--- src/hdl/assert_macros.svh ---
// Assertion macros of the keypad scanner RTL.
`ifndef ASSERT_MACROS_SVH
`define ASSERT_MACROS_SVH

// A condition that must hold at every clock edge outside reset.
`define MKS_ASSERT(lbl, cond, msg) \
  lbl: assert property (@(posedge clk) disable iff (!rst_n) (cond)) \
    else $error(msg);

// A condition in one cycle that implies another in the next cycle.
`define MKS_ASSERT_NEXT(lbl, ante, cons, msg) \
  lbl: assert property (@(posedge clk) disable iff (!rst_n) (ante) |=> (cons)) \
    else $error(msg);

`endif

--- src/hdl/mks_pkg.sv ---
// Types, constants and the key map of the matrix keypad scanner.
package mks_pkg;

  localparam int COL_W      = 4;
  localparam int ROW_W      = 4;
  localparam int CODE_W     = 7;
  localparam int WAIT_W     = 16;
  localparam int PERIOD_W   = 8;
  localparam int CFG_IDX_W  = 3;
  localparam int CFG_DATA_W = 16;

  // Register reset values.
  localparam logic [WAIT_W-1:0]   DEBOUNCE_RST  = 16'd2000;
  localparam logic [PERIOD_W-1:0] HALF_RST      = 8'd50;
  localparam logic [PERIOD_W-1:0] PERIODS_RST   = 8'd250;
  localparam logic [WAIT_W-1:0]   GAP_RST       = 16'd500;

  // ASCII codes of the keys.
  localparam logic [CODE_W-1:0] KEY_0     = 7'h30;
  localparam logic [CODE_W-1:0] KEY_1     = 7'h31;
  localparam logic [CODE_W-1:0] KEY_2     = 7'h32;
  localparam logic [CODE_W-1:0] KEY_3     = 7'h33;
  localparam logic [CODE_W-1:0] KEY_4     = 7'h34;
  localparam logic [CODE_W-1:0] KEY_5     = 7'h35;
  localparam logic [CODE_W-1:0] KEY_6     = 7'h36;
  localparam logic [CODE_W-1:0] KEY_7     = 7'h37;
  localparam logic [CODE_W-1:0] KEY_8     = 7'h38;
  localparam logic [CODE_W-1:0] KEY_9     = 7'h39;
  localparam logic [CODE_W-1:0] KEY_DIV   = 7'h2F;
  localparam logic [CODE_W-1:0] KEY_MUL   = 7'h2A;
  localparam logic [CODE_W-1:0] KEY_SUB   = 7'h2D;
  localparam logic [CODE_W-1:0] KEY_ADD   = 7'h2B;
  localparam logic [CODE_W-1:0] KEY_CLR   = 7'h43;
  localparam logic [CODE_W-1:0] KEY_EQ    = 7'h3D;
  localparam logic [CODE_W-1:0] KEY_NONE  = 7'h00;

  // Configuration register indexes.
  typedef enum logic [CFG_IDX_W-1:0] {
    CFG_RESTRICTED = 3'd0,
    CFG_DEBOUNCE   = 3'd1,
    CFG_HALF       = 3'd2,
    CFG_PERIODS    = 3'd3,
    CFG_GAP        = 3'd4
  } cfg_idx_t;

  typedef enum logic [1:0] {
    PH_SCAN     = 2'd0,
    PH_DEBOUNCE = 2'd1,
    PH_TONE     = 2'd2,
    PH_GAP      = 2'd3
  } phase_t;

  typedef struct packed {
    logic                restricted_mode;
    logic [WAIT_W-1:0]   debounce_ticks;
    logic [PERIOD_W-1:0] tone_half_ticks;
    logic [PERIOD_W-1:0] tone_periods;
    logic [WAIT_W-1:0]   gap_ticks;
  } cfg_t;

  typedef struct packed {
    phase_t              phase;
    logic [1:0]          row_index;
    logic [1:0]          column_index;
    logic [WAIT_W-1:0]   wait_count;
    logic [PERIOD_W-1:0] period_count;
    logic                tone_level;
  } state_t;

  typedef struct packed {
    logic [ROW_W-1:0]  row_drive;
    logic              buzzer;
    logic              key_valid;
    logic [CODE_W-1:0] key_code;
  } result_t;

  // Key at a row and column of the 4x4 matrix.
  function automatic logic [CODE_W-1:0] key_at(logic [1:0] row, logic [1:0] col);
    logic [CODE_W-1:0] k;
    case ({row, col})
      4'd0:    k = KEY_7;
      4'd1:    k = KEY_8;
      4'd2:    k = KEY_9;
      4'd3:    k = KEY_DIV;
      4'd4:    k = KEY_4;
      4'd5:    k = KEY_5;
      4'd6:    k = KEY_6;
      4'd7:    k = KEY_MUL;
      4'd8:    k = KEY_1;
      4'd9:    k = KEY_2;
      4'd10:   k = KEY_3;
      4'd11:   k = KEY_SUB;
      4'd12:   k = KEY_CLR;
      4'd13:   k = KEY_0;
      4'd14:   k = KEY_EQ;
      4'd15:   k = KEY_ADD;
      default: k = KEY_NONE;
    endcase
    return k;
  endfunction

endpackage

--- src/hdl/mks_if.sv ---
// Channel interfaces of the keypad scanner: column input, result output, configuration.
interface mks_in_if import mks_pkg::*; ();
  logic             valid;
  logic             ready;
  logic [COL_W-1:0] column_levels;

  modport source (output valid, output column_levels, input ready);
  modport sink (input valid, input column_levels, output ready);
endinterface

interface mks_out_if import mks_pkg::*; ();
  logic              valid;
  logic              ready;
  logic [ROW_W-1:0]  row_drive;
  logic              buzzer;
  logic              key_valid;
  logic [CODE_W-1:0] key_code;

  modport source (output valid, output row_drive, output buzzer, output key_valid,
                  output key_code, input ready);
  modport sink (input valid, input row_drive, input buzzer, input key_valid,
                input key_code, output ready);
endinterface

interface mks_cfg_if import mks_pkg::*; ();
  logic                  valid;
  logic                  ready;
  logic [CFG_IDX_W-1:0]  index;
  logic [CFG_DATA_W-1:0] data;

  modport source (output valid, output index, output data, input ready);
  modport sink (input valid, input index, input data, output ready);
endinterface

--- src/hdl/mks_cfg.sv ---
// Configuration register file of the keypad scanner.
module mks_cfg
  import mks_pkg::*;
(
  input  logic       clk,
  input  logic       rst_n,
  mks_cfg_if.sink    cfg_ch,
  output cfg_t       cfg
);

  cfg_t cfg_r;
  cfg_t cfg_nxt;

  // Writes are always taken; an unused index leaves everything alone.
  assign cfg_ch.ready = 1'b1;

  always_comb begin
    cfg_nxt = cfg_r;
    if (cfg_ch.valid) begin
      case (cfg_idx_t'(cfg_ch.index))
        CFG_RESTRICTED: cfg_nxt.restricted_mode = cfg_ch.data[0];
        CFG_DEBOUNCE:   cfg_nxt.debounce_ticks  = cfg_ch.data[WAIT_W-1:0];
        CFG_HALF:       cfg_nxt.tone_half_ticks = cfg_ch.data[PERIOD_W-1:0];
        CFG_PERIODS:    cfg_nxt.tone_periods    = cfg_ch.data[PERIOD_W-1:0];
        CFG_GAP:        cfg_nxt.gap_ticks       = cfg_ch.data[WAIT_W-1:0];
        default:        cfg_nxt = cfg_r;
      endcase
    end
  end

  always_ff @(posedge clk) begin
    if (!rst_n) begin
      cfg_r.restricted_mode <= 1'b0;
      cfg_r.debounce_ticks  <= DEBOUNCE_RST;
      cfg_r.tone_half_ticks <= HALF_RST;
      cfg_r.tone_periods    <= PERIODS_RST;
      cfg_r.gap_ticks       <= GAP_RST;
    end else begin
      cfg_r <= cfg_nxt;
    end
  end

  assign cfg = cfg_r;

endmodule

--- src/hdl/mks_step.sv ---
// Next-state and result logic for one tick of the keypad scanner.
module mks_step
  import mks_pkg::*;
(
  input  state_t           cur,
  input  cfg_t             cfg,
  input  logic [COL_W-1:0] cols,
  output state_t           nxt,
  output result_t          res
);

  state_t              eff;
  logic                col_low;
  logic [WAIT_W-1:0]   wait_inc;
  logic [PERIOD_W-1:0] period_inc;
  logic [CODE_W-1:0]   key;
  logic                key_ok;
  logic [1:0]          adv_row;
  logic [1:0]          adv_col;

  always_comb begin
    // Restricted mode pins the scan to row 4 at column 1 or 3.
    eff = cur;
    if (cur.phase == PH_SCAN && cfg.restricted_mode) begin
      eff.row_index    = 2'd3;
      eff.column_index = cur.column_index & 2'b10;
    end

    col_low    = !cols[eff.column_index];
    wait_inc   = eff.wait_count + 1'b1;
    period_inc = eff.period_count + 1'b1;
    key        = key_at(eff.row_index, eff.column_index);
    key_ok     = !cfg.restricted_mode || key == KEY_CLR || key == KEY_EQ;

    // Position of the next column to check.
    if (cfg.restricted_mode) begin
      adv_row = 2'd3;
      adv_col = {!eff.column_index[1], 1'b0};
    end else if (eff.column_index == 2'd3) begin
      adv_row = eff.row_index + 2'd1;
      adv_col = 2'd0;
    end else begin
      adv_row = eff.row_index;
      adv_col = eff.column_index + 2'd1;
    end

    nxt           = eff;
    res.row_drive = ~(ROW_W'(1) << eff.row_index);
    res.buzzer    = 1'b0;
    res.key_valid = 1'b0;
    res.key_code  = KEY_NONE;

    case (eff.phase)
      PH_SCAN: begin
        if (col_low) begin
          nxt.phase      = PH_DEBOUNCE;
          nxt.wait_count = '0;
        end else begin
          nxt.row_index    = adv_row;
          nxt.column_index = adv_col;
        end
      end
      PH_DEBOUNCE: begin
        nxt.wait_count = wait_inc;
        if (wait_inc >= cfg.debounce_ticks) begin
          nxt.wait_count = '0;
          if (col_low && key_ok) begin
            res.key_valid    = 1'b1;
            res.key_code     = key;
            nxt.phase        = PH_TONE;
            nxt.period_count = '0;
            nxt.tone_level   = 1'b1;
          end else begin
            nxt.phase        = PH_SCAN;
            nxt.row_index    = adv_row;
            nxt.column_index = adv_col;
          end
        end
      end
      PH_TONE: begin
        res.buzzer     = eff.tone_level;
        nxt.wait_count = wait_inc;
        if (wait_inc >= WAIT_W'(cfg.tone_half_ticks)) begin
          nxt.wait_count = '0;
          if (eff.tone_level) begin
            nxt.tone_level = 1'b0;
          end else begin
            nxt.tone_level   = 1'b1;
            nxt.period_count = period_inc;
            if (period_inc >= cfg.tone_periods) begin
              nxt.tone_level   = 1'b0;
              nxt.period_count = '0;
              nxt.row_index    = 2'd0;
              nxt.column_index = 2'd0;
              nxt.phase        = (cfg.gap_ticks == '0) ? PH_SCAN : PH_GAP;
            end
          end
        end
      end
      default: begin
        nxt.wait_count = wait_inc;
        if (wait_inc >= cfg.gap_ticks) begin
          nxt.wait_count   = '0;
          nxt.row_index    = 2'd0;
          nxt.column_index = 2'd0;
          nxt.phase        = PH_SCAN;
        end
      end
    endcase
  end

endmodule

--- src/hdl/matrix_keypad_scanner_top.sv ---
// Top level of the 4x4 matrix keypad scanner with debounce and beep.
//
//   channel  | direction | payload
//   ---------+-----------+------------------------------------------
//   in_ch    | sink      | column_levels, one word per scan tick
//   out_ch   | source    | row_drive, buzzer, key_valid, key_code
//   cfg_ch   | sink      | index, data register write
//
// Each input word yields exactly one result word, passing through the input
// register and then the result register. A new word is taken every cycle unless
// the output stalls; the scan state register sets this, being updated in the
// same cycle the word moves from input to result register.
// Reset clears the scan state, the valid flags and the registers to defaults.
// When the result is not taken, the input register holds and in_ch.ready drops
// only once both registers are full.
module matrix_keypad_scanner_top
  import mks_pkg::*;
(
  input  logic       clk,
  input  logic       rst_n,
  mks_in_if.sink     in_ch,
  mks_out_if.source  out_ch,
  mks_cfg_if.sink    cfg_ch
);

  `include "assert_macros.svh"

  cfg_t             cfg;
  state_t           st_r;
  state_t           st_nxt;
  result_t          step_res;
  logic             s1_valid_r;
  logic [COL_W-1:0] s1_cols_r;
  logic             out_valid_r;
  result_t          out_r;
  logic             s1_fire;

  mks_cfg u_cfg (
    .clk    (clk),
    .rst_n  (rst_n),
    .cfg_ch (cfg_ch),
    .cfg    (cfg)
  );

  mks_step u_step (
    .cur  (st_r),
    .cfg  (cfg),
    .cols (s1_cols_r),
    .nxt  (st_nxt),
    .res  (step_res)
  );

  // The input word advances when the result register is free or being emptied.
  assign s1_fire     = s1_valid_r && (!out_valid_r || out_ch.ready);
  assign in_ch.ready = !s1_valid_r || s1_fire;

  // Input register.
  always_ff @(posedge clk) begin
    if (!rst_n) begin
      s1_valid_r <= 1'b0;
    end else if (in_ch.ready) begin
      s1_valid_r <= in_ch.valid;
    end
  end

  always_ff @(posedge clk) begin
    if (in_ch.valid && in_ch.ready) begin
      s1_cols_r <= in_ch.column_levels;
    end
  end

  // Scan state moves on once per word.
  always_ff @(posedge clk) begin
    if (!rst_n) begin
      st_r.phase        <= PH_SCAN;
      st_r.row_index    <= 2'd0;
      st_r.column_index <= 2'd0;
      st_r.wait_count   <= '0;
      st_r.period_count <= '0;
      st_r.tone_level   <= 1'b0;
    end else if (s1_fire) begin
      st_r <= st_nxt;
    end
  end

  // Result register.
  always_ff @(posedge clk) begin
    if (!rst_n) begin
      out_valid_r <= 1'b0;
    end else if (s1_fire) begin
      out_valid_r <= 1'b1;
    end else if (out_ch.ready) begin
      out_valid_r <= 1'b0;
    end
  end

  always_ff @(posedge clk) begin
    if (s1_fire) begin
      out_r <= step_res;
    end
  end

  assign out_ch.valid     = out_valid_r;
  assign out_ch.row_drive = out_r.row_drive;
  assign out_ch.buzzer    = out_r.buzzer;
  assign out_ch.key_valid = out_r.key_valid;
  assign out_ch.key_code  = out_r.key_code;

  // A reported key always leads into the tone burst.
  `MKS_ASSERT_NEXT(a_report_starts_tone, s1_fire && step_res.key_valid, st_r.phase == PH_TONE, "key report did not start the tone")

  // A held result word keeps the step from advancing the scan state.
  `MKS_ASSERT_NEXT(a_stall_holds_state, out_valid_r && !out_ch.ready && s1_valid_r, st_r == $past(st_r), "scan state moved during an output stall")

  // Exactly one row is driven and a code is shown only with a report.
  `MKS_ASSERT(a_result_shape, !out_valid_r || ($onehot(~out_r.row_drive) && ((out_r.key_code != KEY_NONE) == out_r.key_valid)), "malformed result word")

endmodule
--- src/flat_wrapper.sv ---
// flat-port wrapper written by rule: the top's interface ports become plain ports
module matrix_keypad_scanner_top_flat import mks_pkg::*;
  (clk, rst_n, in_ch_valid, in_ch_column_levels, in_ch_ready, out_ch_valid, out_ch_row_drive, out_ch_buzzer, out_ch_key_valid, out_ch_key_code, out_ch_ready, cfg_ch_valid, cfg_ch_index, cfg_ch_data, cfg_ch_ready);
  mks_in_if in_ch_i ();
  mks_out_if out_ch_i ();
  mks_cfg_if cfg_ch_i ();
  input  logic clk;
  input  logic rst_n;
  input wire logic [$bits(in_ch_i.valid)-1:0] in_ch_valid;
  input wire logic [$bits(in_ch_i.column_levels)-1:0] in_ch_column_levels;
  output wire logic [$bits(in_ch_i.ready)-1:0] in_ch_ready;
  output wire logic [$bits(out_ch_i.valid)-1:0] out_ch_valid;
  output wire logic [$bits(out_ch_i.row_drive)-1:0] out_ch_row_drive;
  output wire logic [$bits(out_ch_i.buzzer)-1:0] out_ch_buzzer;
  output wire logic [$bits(out_ch_i.key_valid)-1:0] out_ch_key_valid;
  output wire logic [$bits(out_ch_i.key_code)-1:0] out_ch_key_code;
  input wire logic [$bits(out_ch_i.ready)-1:0] out_ch_ready;
  input wire logic [$bits(cfg_ch_i.valid)-1:0] cfg_ch_valid;
  input wire logic [$bits(cfg_ch_i.index)-1:0] cfg_ch_index;
  input wire logic [$bits(cfg_ch_i.data)-1:0] cfg_ch_data;
  output wire logic [$bits(cfg_ch_i.ready)-1:0] cfg_ch_ready;
  assign in_ch_i.valid = in_ch_valid;
  assign in_ch_i.column_levels = in_ch_column_levels;
  assign in_ch_ready = in_ch_i.ready;
  assign out_ch_valid = out_ch_i.valid;
  assign out_ch_row_drive = out_ch_i.row_drive;
  assign out_ch_buzzer = out_ch_i.buzzer;
  assign out_ch_key_valid = out_ch_i.key_valid;
  assign out_ch_key_code = out_ch_i.key_code;
  assign out_ch_i.ready = out_ch_ready;
  assign cfg_ch_i.valid = cfg_ch_valid;
  assign cfg_ch_i.index = cfg_ch_index;
  assign cfg_ch_i.data = cfg_ch_data;
  assign cfg_ch_ready = cfg_ch_i.ready;
  matrix_keypad_scanner_top u_core (.clk(clk), .rst_n(rst_n), .in_ch(in_ch_i), .out_ch(out_ch_i), .cfg_ch(cfg_ch_i));
endmodule
--- config.mk ---
export PLATFORM = sky130hd
export DESIGN_NAME = matrix_keypad_scanner_top_flat
export DESIGN_NICKNAME = d
export VERILOG_FILES = /design/src/hdl/mks_pkg.sv /design/src/hdl/mks_if.sv /design/src/hdl/mks_cfg.sv /design/src/hdl/mks_step.sv /design/src/hdl/matrix_keypad_scanner_top.sv /design/src/flat_wrapper.sv
export VERILOG_INCLUDE_DIRS = /design/src /design/src/hdl
export SDC_FILE = /design/constraint.sdc
export NUM_CORES = 1
export LEC_CHECK = 0
export ABC_AREA = 0
export BUFFER_PORTS_ARGS = -buffer_cell sky130_fd_sc_hd__buf_2
export CAP_MARGIN = 20
export CORE_MARGIN = 2
export CORE_UTILIZATION = 40
export CTS_BUF_LIST = sky130_fd_sc_hd__clkbuf_4
export CTS_CLUSTER_SIZE = 10
export DETAILED_ROUTE_END_ITERATION = 10
export HOLD_SLACK_MARGIN = 0.08
export SYNTH_ARGS = -nofsm -noshare
export SYNTH_HDL_FRONTEND = slang
export SYNTH_SLANG_ARGS = --single-unit
--- constraint.sdc ---
create_clock -name clk -period 5.4 [get_ports clk]
set_input_delay 1.08 -clock clk [delete_from_list [all_inputs] [get_ports clk]]
set_output_delay 1.08 -clock clk [all_outputs]
set_load 0.02 [all_outputs]
==> results of run 1 <==
## cells by family (layout without fill, tap and decap cells)
group / after synthesis / count (layout)
and+or+nand+nor: 283 / 283
AOI/OAI and AO/OA: 182 / 182
buffers and inverters: 105 / 129
DFF: 99 / 99
adders and majority gates: 62 / 62
xor gates and xnor gates: 24 / 24
muxes: 7 / 7
other: 1 / 1
## registers in the layout, summed over array words and instances (netlist names)
register,count
u_core.out_ch.key_valid,1
u_core.out_ch.row_drive,4
u_core.out_ch.buzzer,1
u_core.u_cfg.cfg,49
u_core.out_ch.valid,1
u_core.s1_cols_r,4
u_core.s1_valid_r,1
u_core.st_r,31
u_core.out_ch.key_code,7
## cell usage after synthesis, types with 13 or more instances
master	n
dfxtp_1	82
clkbuf_1	19
nand2_1	139
inv_1	67
ha_1	62
a21oi_1	65
edfxtp_1	17
o21ai_0	21
o211ai_1	25
nor3_1	13
nor2_1	29
nand3_1	28
xnor2_1	15
## area by class of cell
class | instances | area (µm²) | area share, %
timing repair buffer | 45 | 233 | 3.50
tap | 188 | 235 | 3.54
sequential | 99 | 2150 | 32.4
inverter | 68 | 258 | 3.88
clock inverter | 5 | 76.3 | 1.15
multi-input combinational | 559 | 3610 | 54.3
clock buffer | 11 | 82.6 | 1.24
## how the worst min path moves through the flow
| stage | depth (start not counted) | to | slack (ns) | from |
|---|---|---|---|---|
| final | 2 | u_core.u_cfg.cfg[46] | 0.47 | u_core.u_cfg.cfg[46] |
| after floorplan | 2 | u_core.u_cfg.cfg[18] | 0.44 | u_core.u_cfg.cfg[18] |
| after global routing | 2 | u_core.u_cfg.cfg[16] | 0.49 | u_core.u_cfg.cfg[16] |
| after global placement | 2 | u_core.u_cfg.cfg[33] | 0.45 | u_core.u_cfg.cfg[33] |
| after CTS | 2 | u_core.u_cfg.cfg[30] | 0.47 | u_core.u_cfg.cfg[30] |
| after detailed placement | 2 | u_core.u_cfg.cfg[46] | 0.45 | u_core.u_cfg.cfg[46] |
## where the power goes
group / internal, mW / total (mW) / switching, mW
Sequential: 0.768 / 0.778 / 0.0103
Combinational: 0.0509 / 0.153 / 0.102
Clock: 0.197 / 0.461 / 0.264
Total: 1.02 / 1.39 / 0.376
## layer usage
| metal | routed length (µm) | up-vias | GRT usage, % |
|---|---|---|---|
| li1 | - | 2720 | - |
| met1 | 7440 | 2534 | 26.1 |
| met2 | 7340 | 117 | 32.9 |
| met3 | 597 | 17 | 2.79 |
| met4 | 214 | 0 | 6.14 |
| met5 | 0 | - | 0 |
## repair_timing
action                     CTS  global route
setup endpoints to repair    0             5
resized for setup            0             1
setup buffers                0             0
## worst max-delay path, cell delays in order (launching register included)
cell and delay (ns):
dfxtp_1 0.42, inv_1 0.08, ha_1 0.38, nand2_1 0.25, and2_1 0.30, ha_1 0.34
inv_1 0.14, ha_1 0.21, o21a_1 0.18, a221o_1 0.29, or4b_1 0.56, a211oi_4 0.38
o21ai_2 0.13, a211oi_2 0.66, a21boi_0 0.24, o22ai_1 0.11
==> results_dict.tcl, run 1 <==
set metrics [dict create \
    finalHoldViolCount 0 \
    tightest_slew_ns 0.885 \
    min_path_type "reg -> reg" \
    synthArstFlopShare_pct 0 \
    cap_violations 0 \
    fin_hold_ws_ns 0.468 \
    fin_crit_ns 4.81 \
    layout_worst_path_cycle_share_pct 89.0 \
    synth_cell_types 66 \
    setup_viol 0 \
    area_delta_synth_final_pct 7.00 \
    via_per_inst 5.53 \
    finalSetupTns_ns 0 \
    dpl_worst_slack_ns 0.577 \
    synth_warnings 0 \
    grt_max_degree 48 \
    drc 0 \
    grt_pass1_wl_um 25700 \
    synth-seq-area-share_pct 34.6 \
    maxSlewHeadroom_pct 41.0 \
    startpoint_type "register" \
    synth_top_family_by_area "simple AND/OR/NAND/NOR gates" \
    crit_type "reg -> reg" \
    numCtsBuffers 9 \
    synth_nets 853 \
    grt_usage_pct 19.6 \
    maxSlewViolCount 0 \
    cp_data_required_time_ns 5.80 \
    start_util_pct 40.9 \
    rows 45 \
    clk_latency_ns 0.51 \
    final_common_cell "nand2_1" \
    regToRegStartpoint "u_core.st_r[29]" \
    cp_max_fo 12 \
    yosys.area_share.xor_xnor_pct 3.38 \
    placed_cells_incl_taps 959 \
    endpoint "u_core.st_r[3]" \
    rsz0062_at_grt "no" \
    cts_tree "yes" \
    endpoint_kind "register" \
    rr_worst_depth 15 \
    cts.clk_slew.worst_paths_ns 0.16 \
    holdBufCountCts 0 \
    postRouteWirelength_um 15600 \
    stdcell_area_um2 6650 \
    insertedDiodeCount 0 \
    mostFrequentLayoutCells "nand2_1, dfxtp_1, inv_1, a21oi_1, ha_1" \
    avgSynthCellArea_um2 8.15 \
    synth_enable_flop_cells 17 \
    worstReg2RegEnd "u_core.st_r[3]" \
    synth_area_leader_cell "dfxtp_1" \
    vdd_drop_max_v 0.0000978 \
    postRouteAntennaNets 0 \
    synthSimpleGateAreaFrac_pct 21.6 \
    placed_area_um2 6490 \
    yosys.area.top_type_share_pct 26.4 \
    p_per_area_nw_per_um2 209 \
    antenna_found_initial 0 \
    hpwl_um 11500 \
    finClkSkew_ns 0.0283 \
    r2r_slack_ns 0.59 \
    syn_inst 763 \
    total_power_mw 1.39 \
    overflow 0 \
    synth_ff_type "dfxtp_1" \
    arrival_ns 5.21 \
    yosys.area_share.adder_pct 12.5 \
    root_buffer "clkbuf_4" \
    gp_congestion 0.859 \
    netlist_top_cells_area "dfxtp_1, ha_1, nand2_1" \
    synthMuxAreaShare_pct 1.33 \
    wl_per_cell_um 16.0 \
    clock_path_buffers 2 \
    drive_gt1_share_pct 9.28 \
    grt_pass1_vias 5083 \
    synth_area_um2 6220 \
    fmax_mhz 208 \
    synth_compound_area_share_pct 19.2 \
    ios 44 \
    portBuffers 42 \
    run_status "finished, final reports clean" \
    fin_ws_ns 0.593 \
    cts_max_level 3 \
    utilization_pct 43.8 \
    drt_pass1_iterations 5 \
    core_area_um2 15200 \
    fill_cells 1584 \
    crit_start "u_core.st_r[29]" \
    clkSinkCount 99 \
    vias 5388 \
    first_iter_violations 379 \
    fin_nets 872 \
    die_h_um 129 \
    final_cells 975 \
    p_leak_nw 2.80 \
    die_w_um 129 \
    ys_ff_latch 99 \
    die_area_um2 16600 \
]
Note: power is estimated with default switching activity, not from simulation.
==> run 2, diff against run 1 <==
--- a/config.mk
+++ b/config.mk
@@ -15,6 +15,7 @@
 export CTS_CLUSTER_SIZE = 10
 export DETAILED_ROUTE_END_ITERATION = 10
 export HOLD_SLACK_MARGIN = 0.08
+export RECOVER_POWER = 25
 export SYNTH_ARGS = -nofsm -noshare
 export SYNTH_HDL_FRONTEND = slang
 export SYNTH_SLANG_ARGS = --single-unit
==> run 2 against run 1 <==
  * The run now ends with max-capacitance violations, max-slew violations left
  * Global-route usage unchanged
  * Cell count unchanged
  * First-iteration DRC count decreased by 3.4%
  * Clock skew about the same
  * Sequential power about the same
  * Worst setup slack got worse by 0.013 ns
  * Via count decreased by 0.24%
  * Critical path type unchanged
  * Largest power group unchanged
  * Highest routed layer unchanged
==> results_dict.tcl, run 2 (same netlist as run 1, synthesis figures left out) <==
set metrics [dict create \
    startpoint_type "register" \
    tightest_slew_ns 2.30 \
    grt_pass1_wl_um 25700 \
    p_per_area_nw_per_um2 209 \
    grt_max_degree 48 \
    grt_usage_pct 19.6 \
    total_power_mw 1.39 \
    drc 0 \
    crit_type "reg -> reg" \
    fill_cells 1587 \
    postRouteAntennaNets 0 \
    maxSlewViolCount 91 \
    fmax_mhz 207 \
    insertedDiodeCount 0 \
    ios 44 \
    failed_checks "max-capacitance violations, max-slew violations" \
    rsz0062_at_grt "no" \
    setup_viol 0 \
    path_buf_inv 2 \
    core_area_um2 15200 \
    endpoint_kind "register" \
    root_buffer "clkbuf_4" \
    via_per_inst 5.51 \
    cp_max_fo 12 \
    run_status "complete, but fails checks" \
    mostFrequentLayoutCells "nand2_1, dfxtp_1, inv_1, a21oi_1, ha_1" \
    postRouteWirelength_um 15500 \
    final_cells 975 \
    rows 45 \
    drt_pass1_iterations 5 \
    crit_path_max_incr_delay_ns 0.66 \
    fin_ws_ns 0.580 \
    clock_path_buffers 2 \
    timing.critical_path.mode_cell "ha_1" \
    antenna_found_initial 0 \
    finalSetupTns_ns 0 \
    vdd_drop_max_v 0.0000977 \
    gp_congestion 0.859 \
    cp_top_family "compound AO/OA/AOI/OAI gates" \
    crit_chain "inv_1 > ha_1 > nand2_1 > and2_1 > ha_1 > inv_1 > ha_1 > o21a_1 > a221o_1 > or4b_1 > a211oi_4 > o21ai_2 > a211oi_2 > a21boi_0 > o22ai_1" \
    numCtsBuffers 9 \
    largest_reg_flops 49 \
    arrival_ns 5.22 \
    finClkSkew_ns 0.0287 \
    overflow 0 \
    first_iter_violations 366 \
    final_common_cell "nand2_1" \
    clk_latency_ns 0.51 \
    cts.clk_slew.worst_paths_ns 0.16 \
    finalHoldViolCount 0 \
    vias 5375 \
    cp_data_required_time_ns 5.80 \
    holdBufCountCts 0 \
    maxSlewHeadroom_pct -53.2 \
    die_h_um 129 \
    fin_crit_ns 4.82 \
    critical_path.slowest_cell "a211oi_2" \
    hpwl_um 11500 \
    start_util_pct 40.9 \
    cts_tree "yes" \
    min_path_type "reg -> reg" \
    portBuffers 42 \
    wl_per_cell_um 15.9 \
    cap_violations 2 \
    layout_worst_path_cycle_share_pct 89.3 \
    die_area_um2 16600 \
    die_w_um 129 \
    drive_gt1_share_pct 8.89 \
    p_leak_nw 2.79 \
    grt_pass1_vias 5083 \
    dpl_worst_slack_ns 0.577 \
    cts_max_level 3 \
    placed_cells_incl_taps 959 \
    fin_nets 872 \
    clkSinkCount 99 \
    area_delta_synth_final_pct 6.86 \
]
## run 2: cell count changes in the layout (fill, tap and decap cells not counted)
cell,before,now
buf_4,3,1
clkbuf_1,0,3
and2_0,0,1
buf_2,42,41
and2_1,3,2
## run 2: worst paths after layout
path                   startpoint              endpoint  slack [ns]  cells after the start
max               u_core.st_r[29]        u_core.st_r[3]        0.58                     15
min          u_core.u_cfg.cfg[30]  u_core.u_cfg.cfg[30]        0.47                      2
max reg2reg       u_core.st_r[29]        u_core.st_r[3]        0.58                     15
min reg2reg  u_core.u_cfg.cfg[30]  u_core.u_cfg.cfg[30]        0.47                      2
## run 2: layout make-up
cell class,count,area [µm²],area share (%)
clock inverters,5,76.3,1.15
inverters,68,258,3.88
flip-flops and latches,99,2150,32.4
repair buffers,45,224,3.37
multi-input cells,559,3610,54.4
well taps,188,235,3.54
clock buffers,11,82.6,1.24
## run 2: per-layer routing
| layer | GRT usage [%] | part of all wire, % | vias to the layer above |
|---|---|---|---|
| li1 | - | - | 2718 |
| met1 | 26.1 | 48 | 2531 |
| met2 | 32.9 | 47 | 109 |
| met3 | 2.79 | 3.6 | 17 |
| met4 | 6.14 | 1.4 | 0 |
| met5 | 0 | 0 | - |
## run 2: repair_timing
action,4_1_cts,5_1_grt
endpoints found under the setup margin,0,5
buffers inserted,0,0
resized for setup,0,1
## run 2: through the flow
step / utilization, % / hold slack, ns / area, µm²
after global routing: 43.7 / 0.490 / 6640
final: 43.7 / 0.468 / 6640
after detailed placement: 42.7 / 0.449 / 6490
after floorplan: - / 0.436 / 6220
after global placement: 42.7 / 0.446 / 6490
after CTS: 43.7 / 0.469 / 6650
## run 2: worst register-to-register path, stage by stage, from the launching register on
cell	delay, ns
dfxtp_1	0.42
inv_1	0.08
ha_1	0.38
nand2_1	0.25
and2_1	0.31
ha_1	0.35
inv_1	0.14
ha_1	0.22
o21a_1	0.18
a221o_1	0.29
or4b_1	0.56
a211oi_4	0.38
o21ai_2	0.13
a211oi_2	0.67
a21boi_0	0.25
o22ai_1	0.11
## run 2: report_power, final
group / switching (mW) / internal (mW)
clock network: 0.264 / 0.197
logic: 0.101 / 0.0504
registers: 0.0101 / 0.768
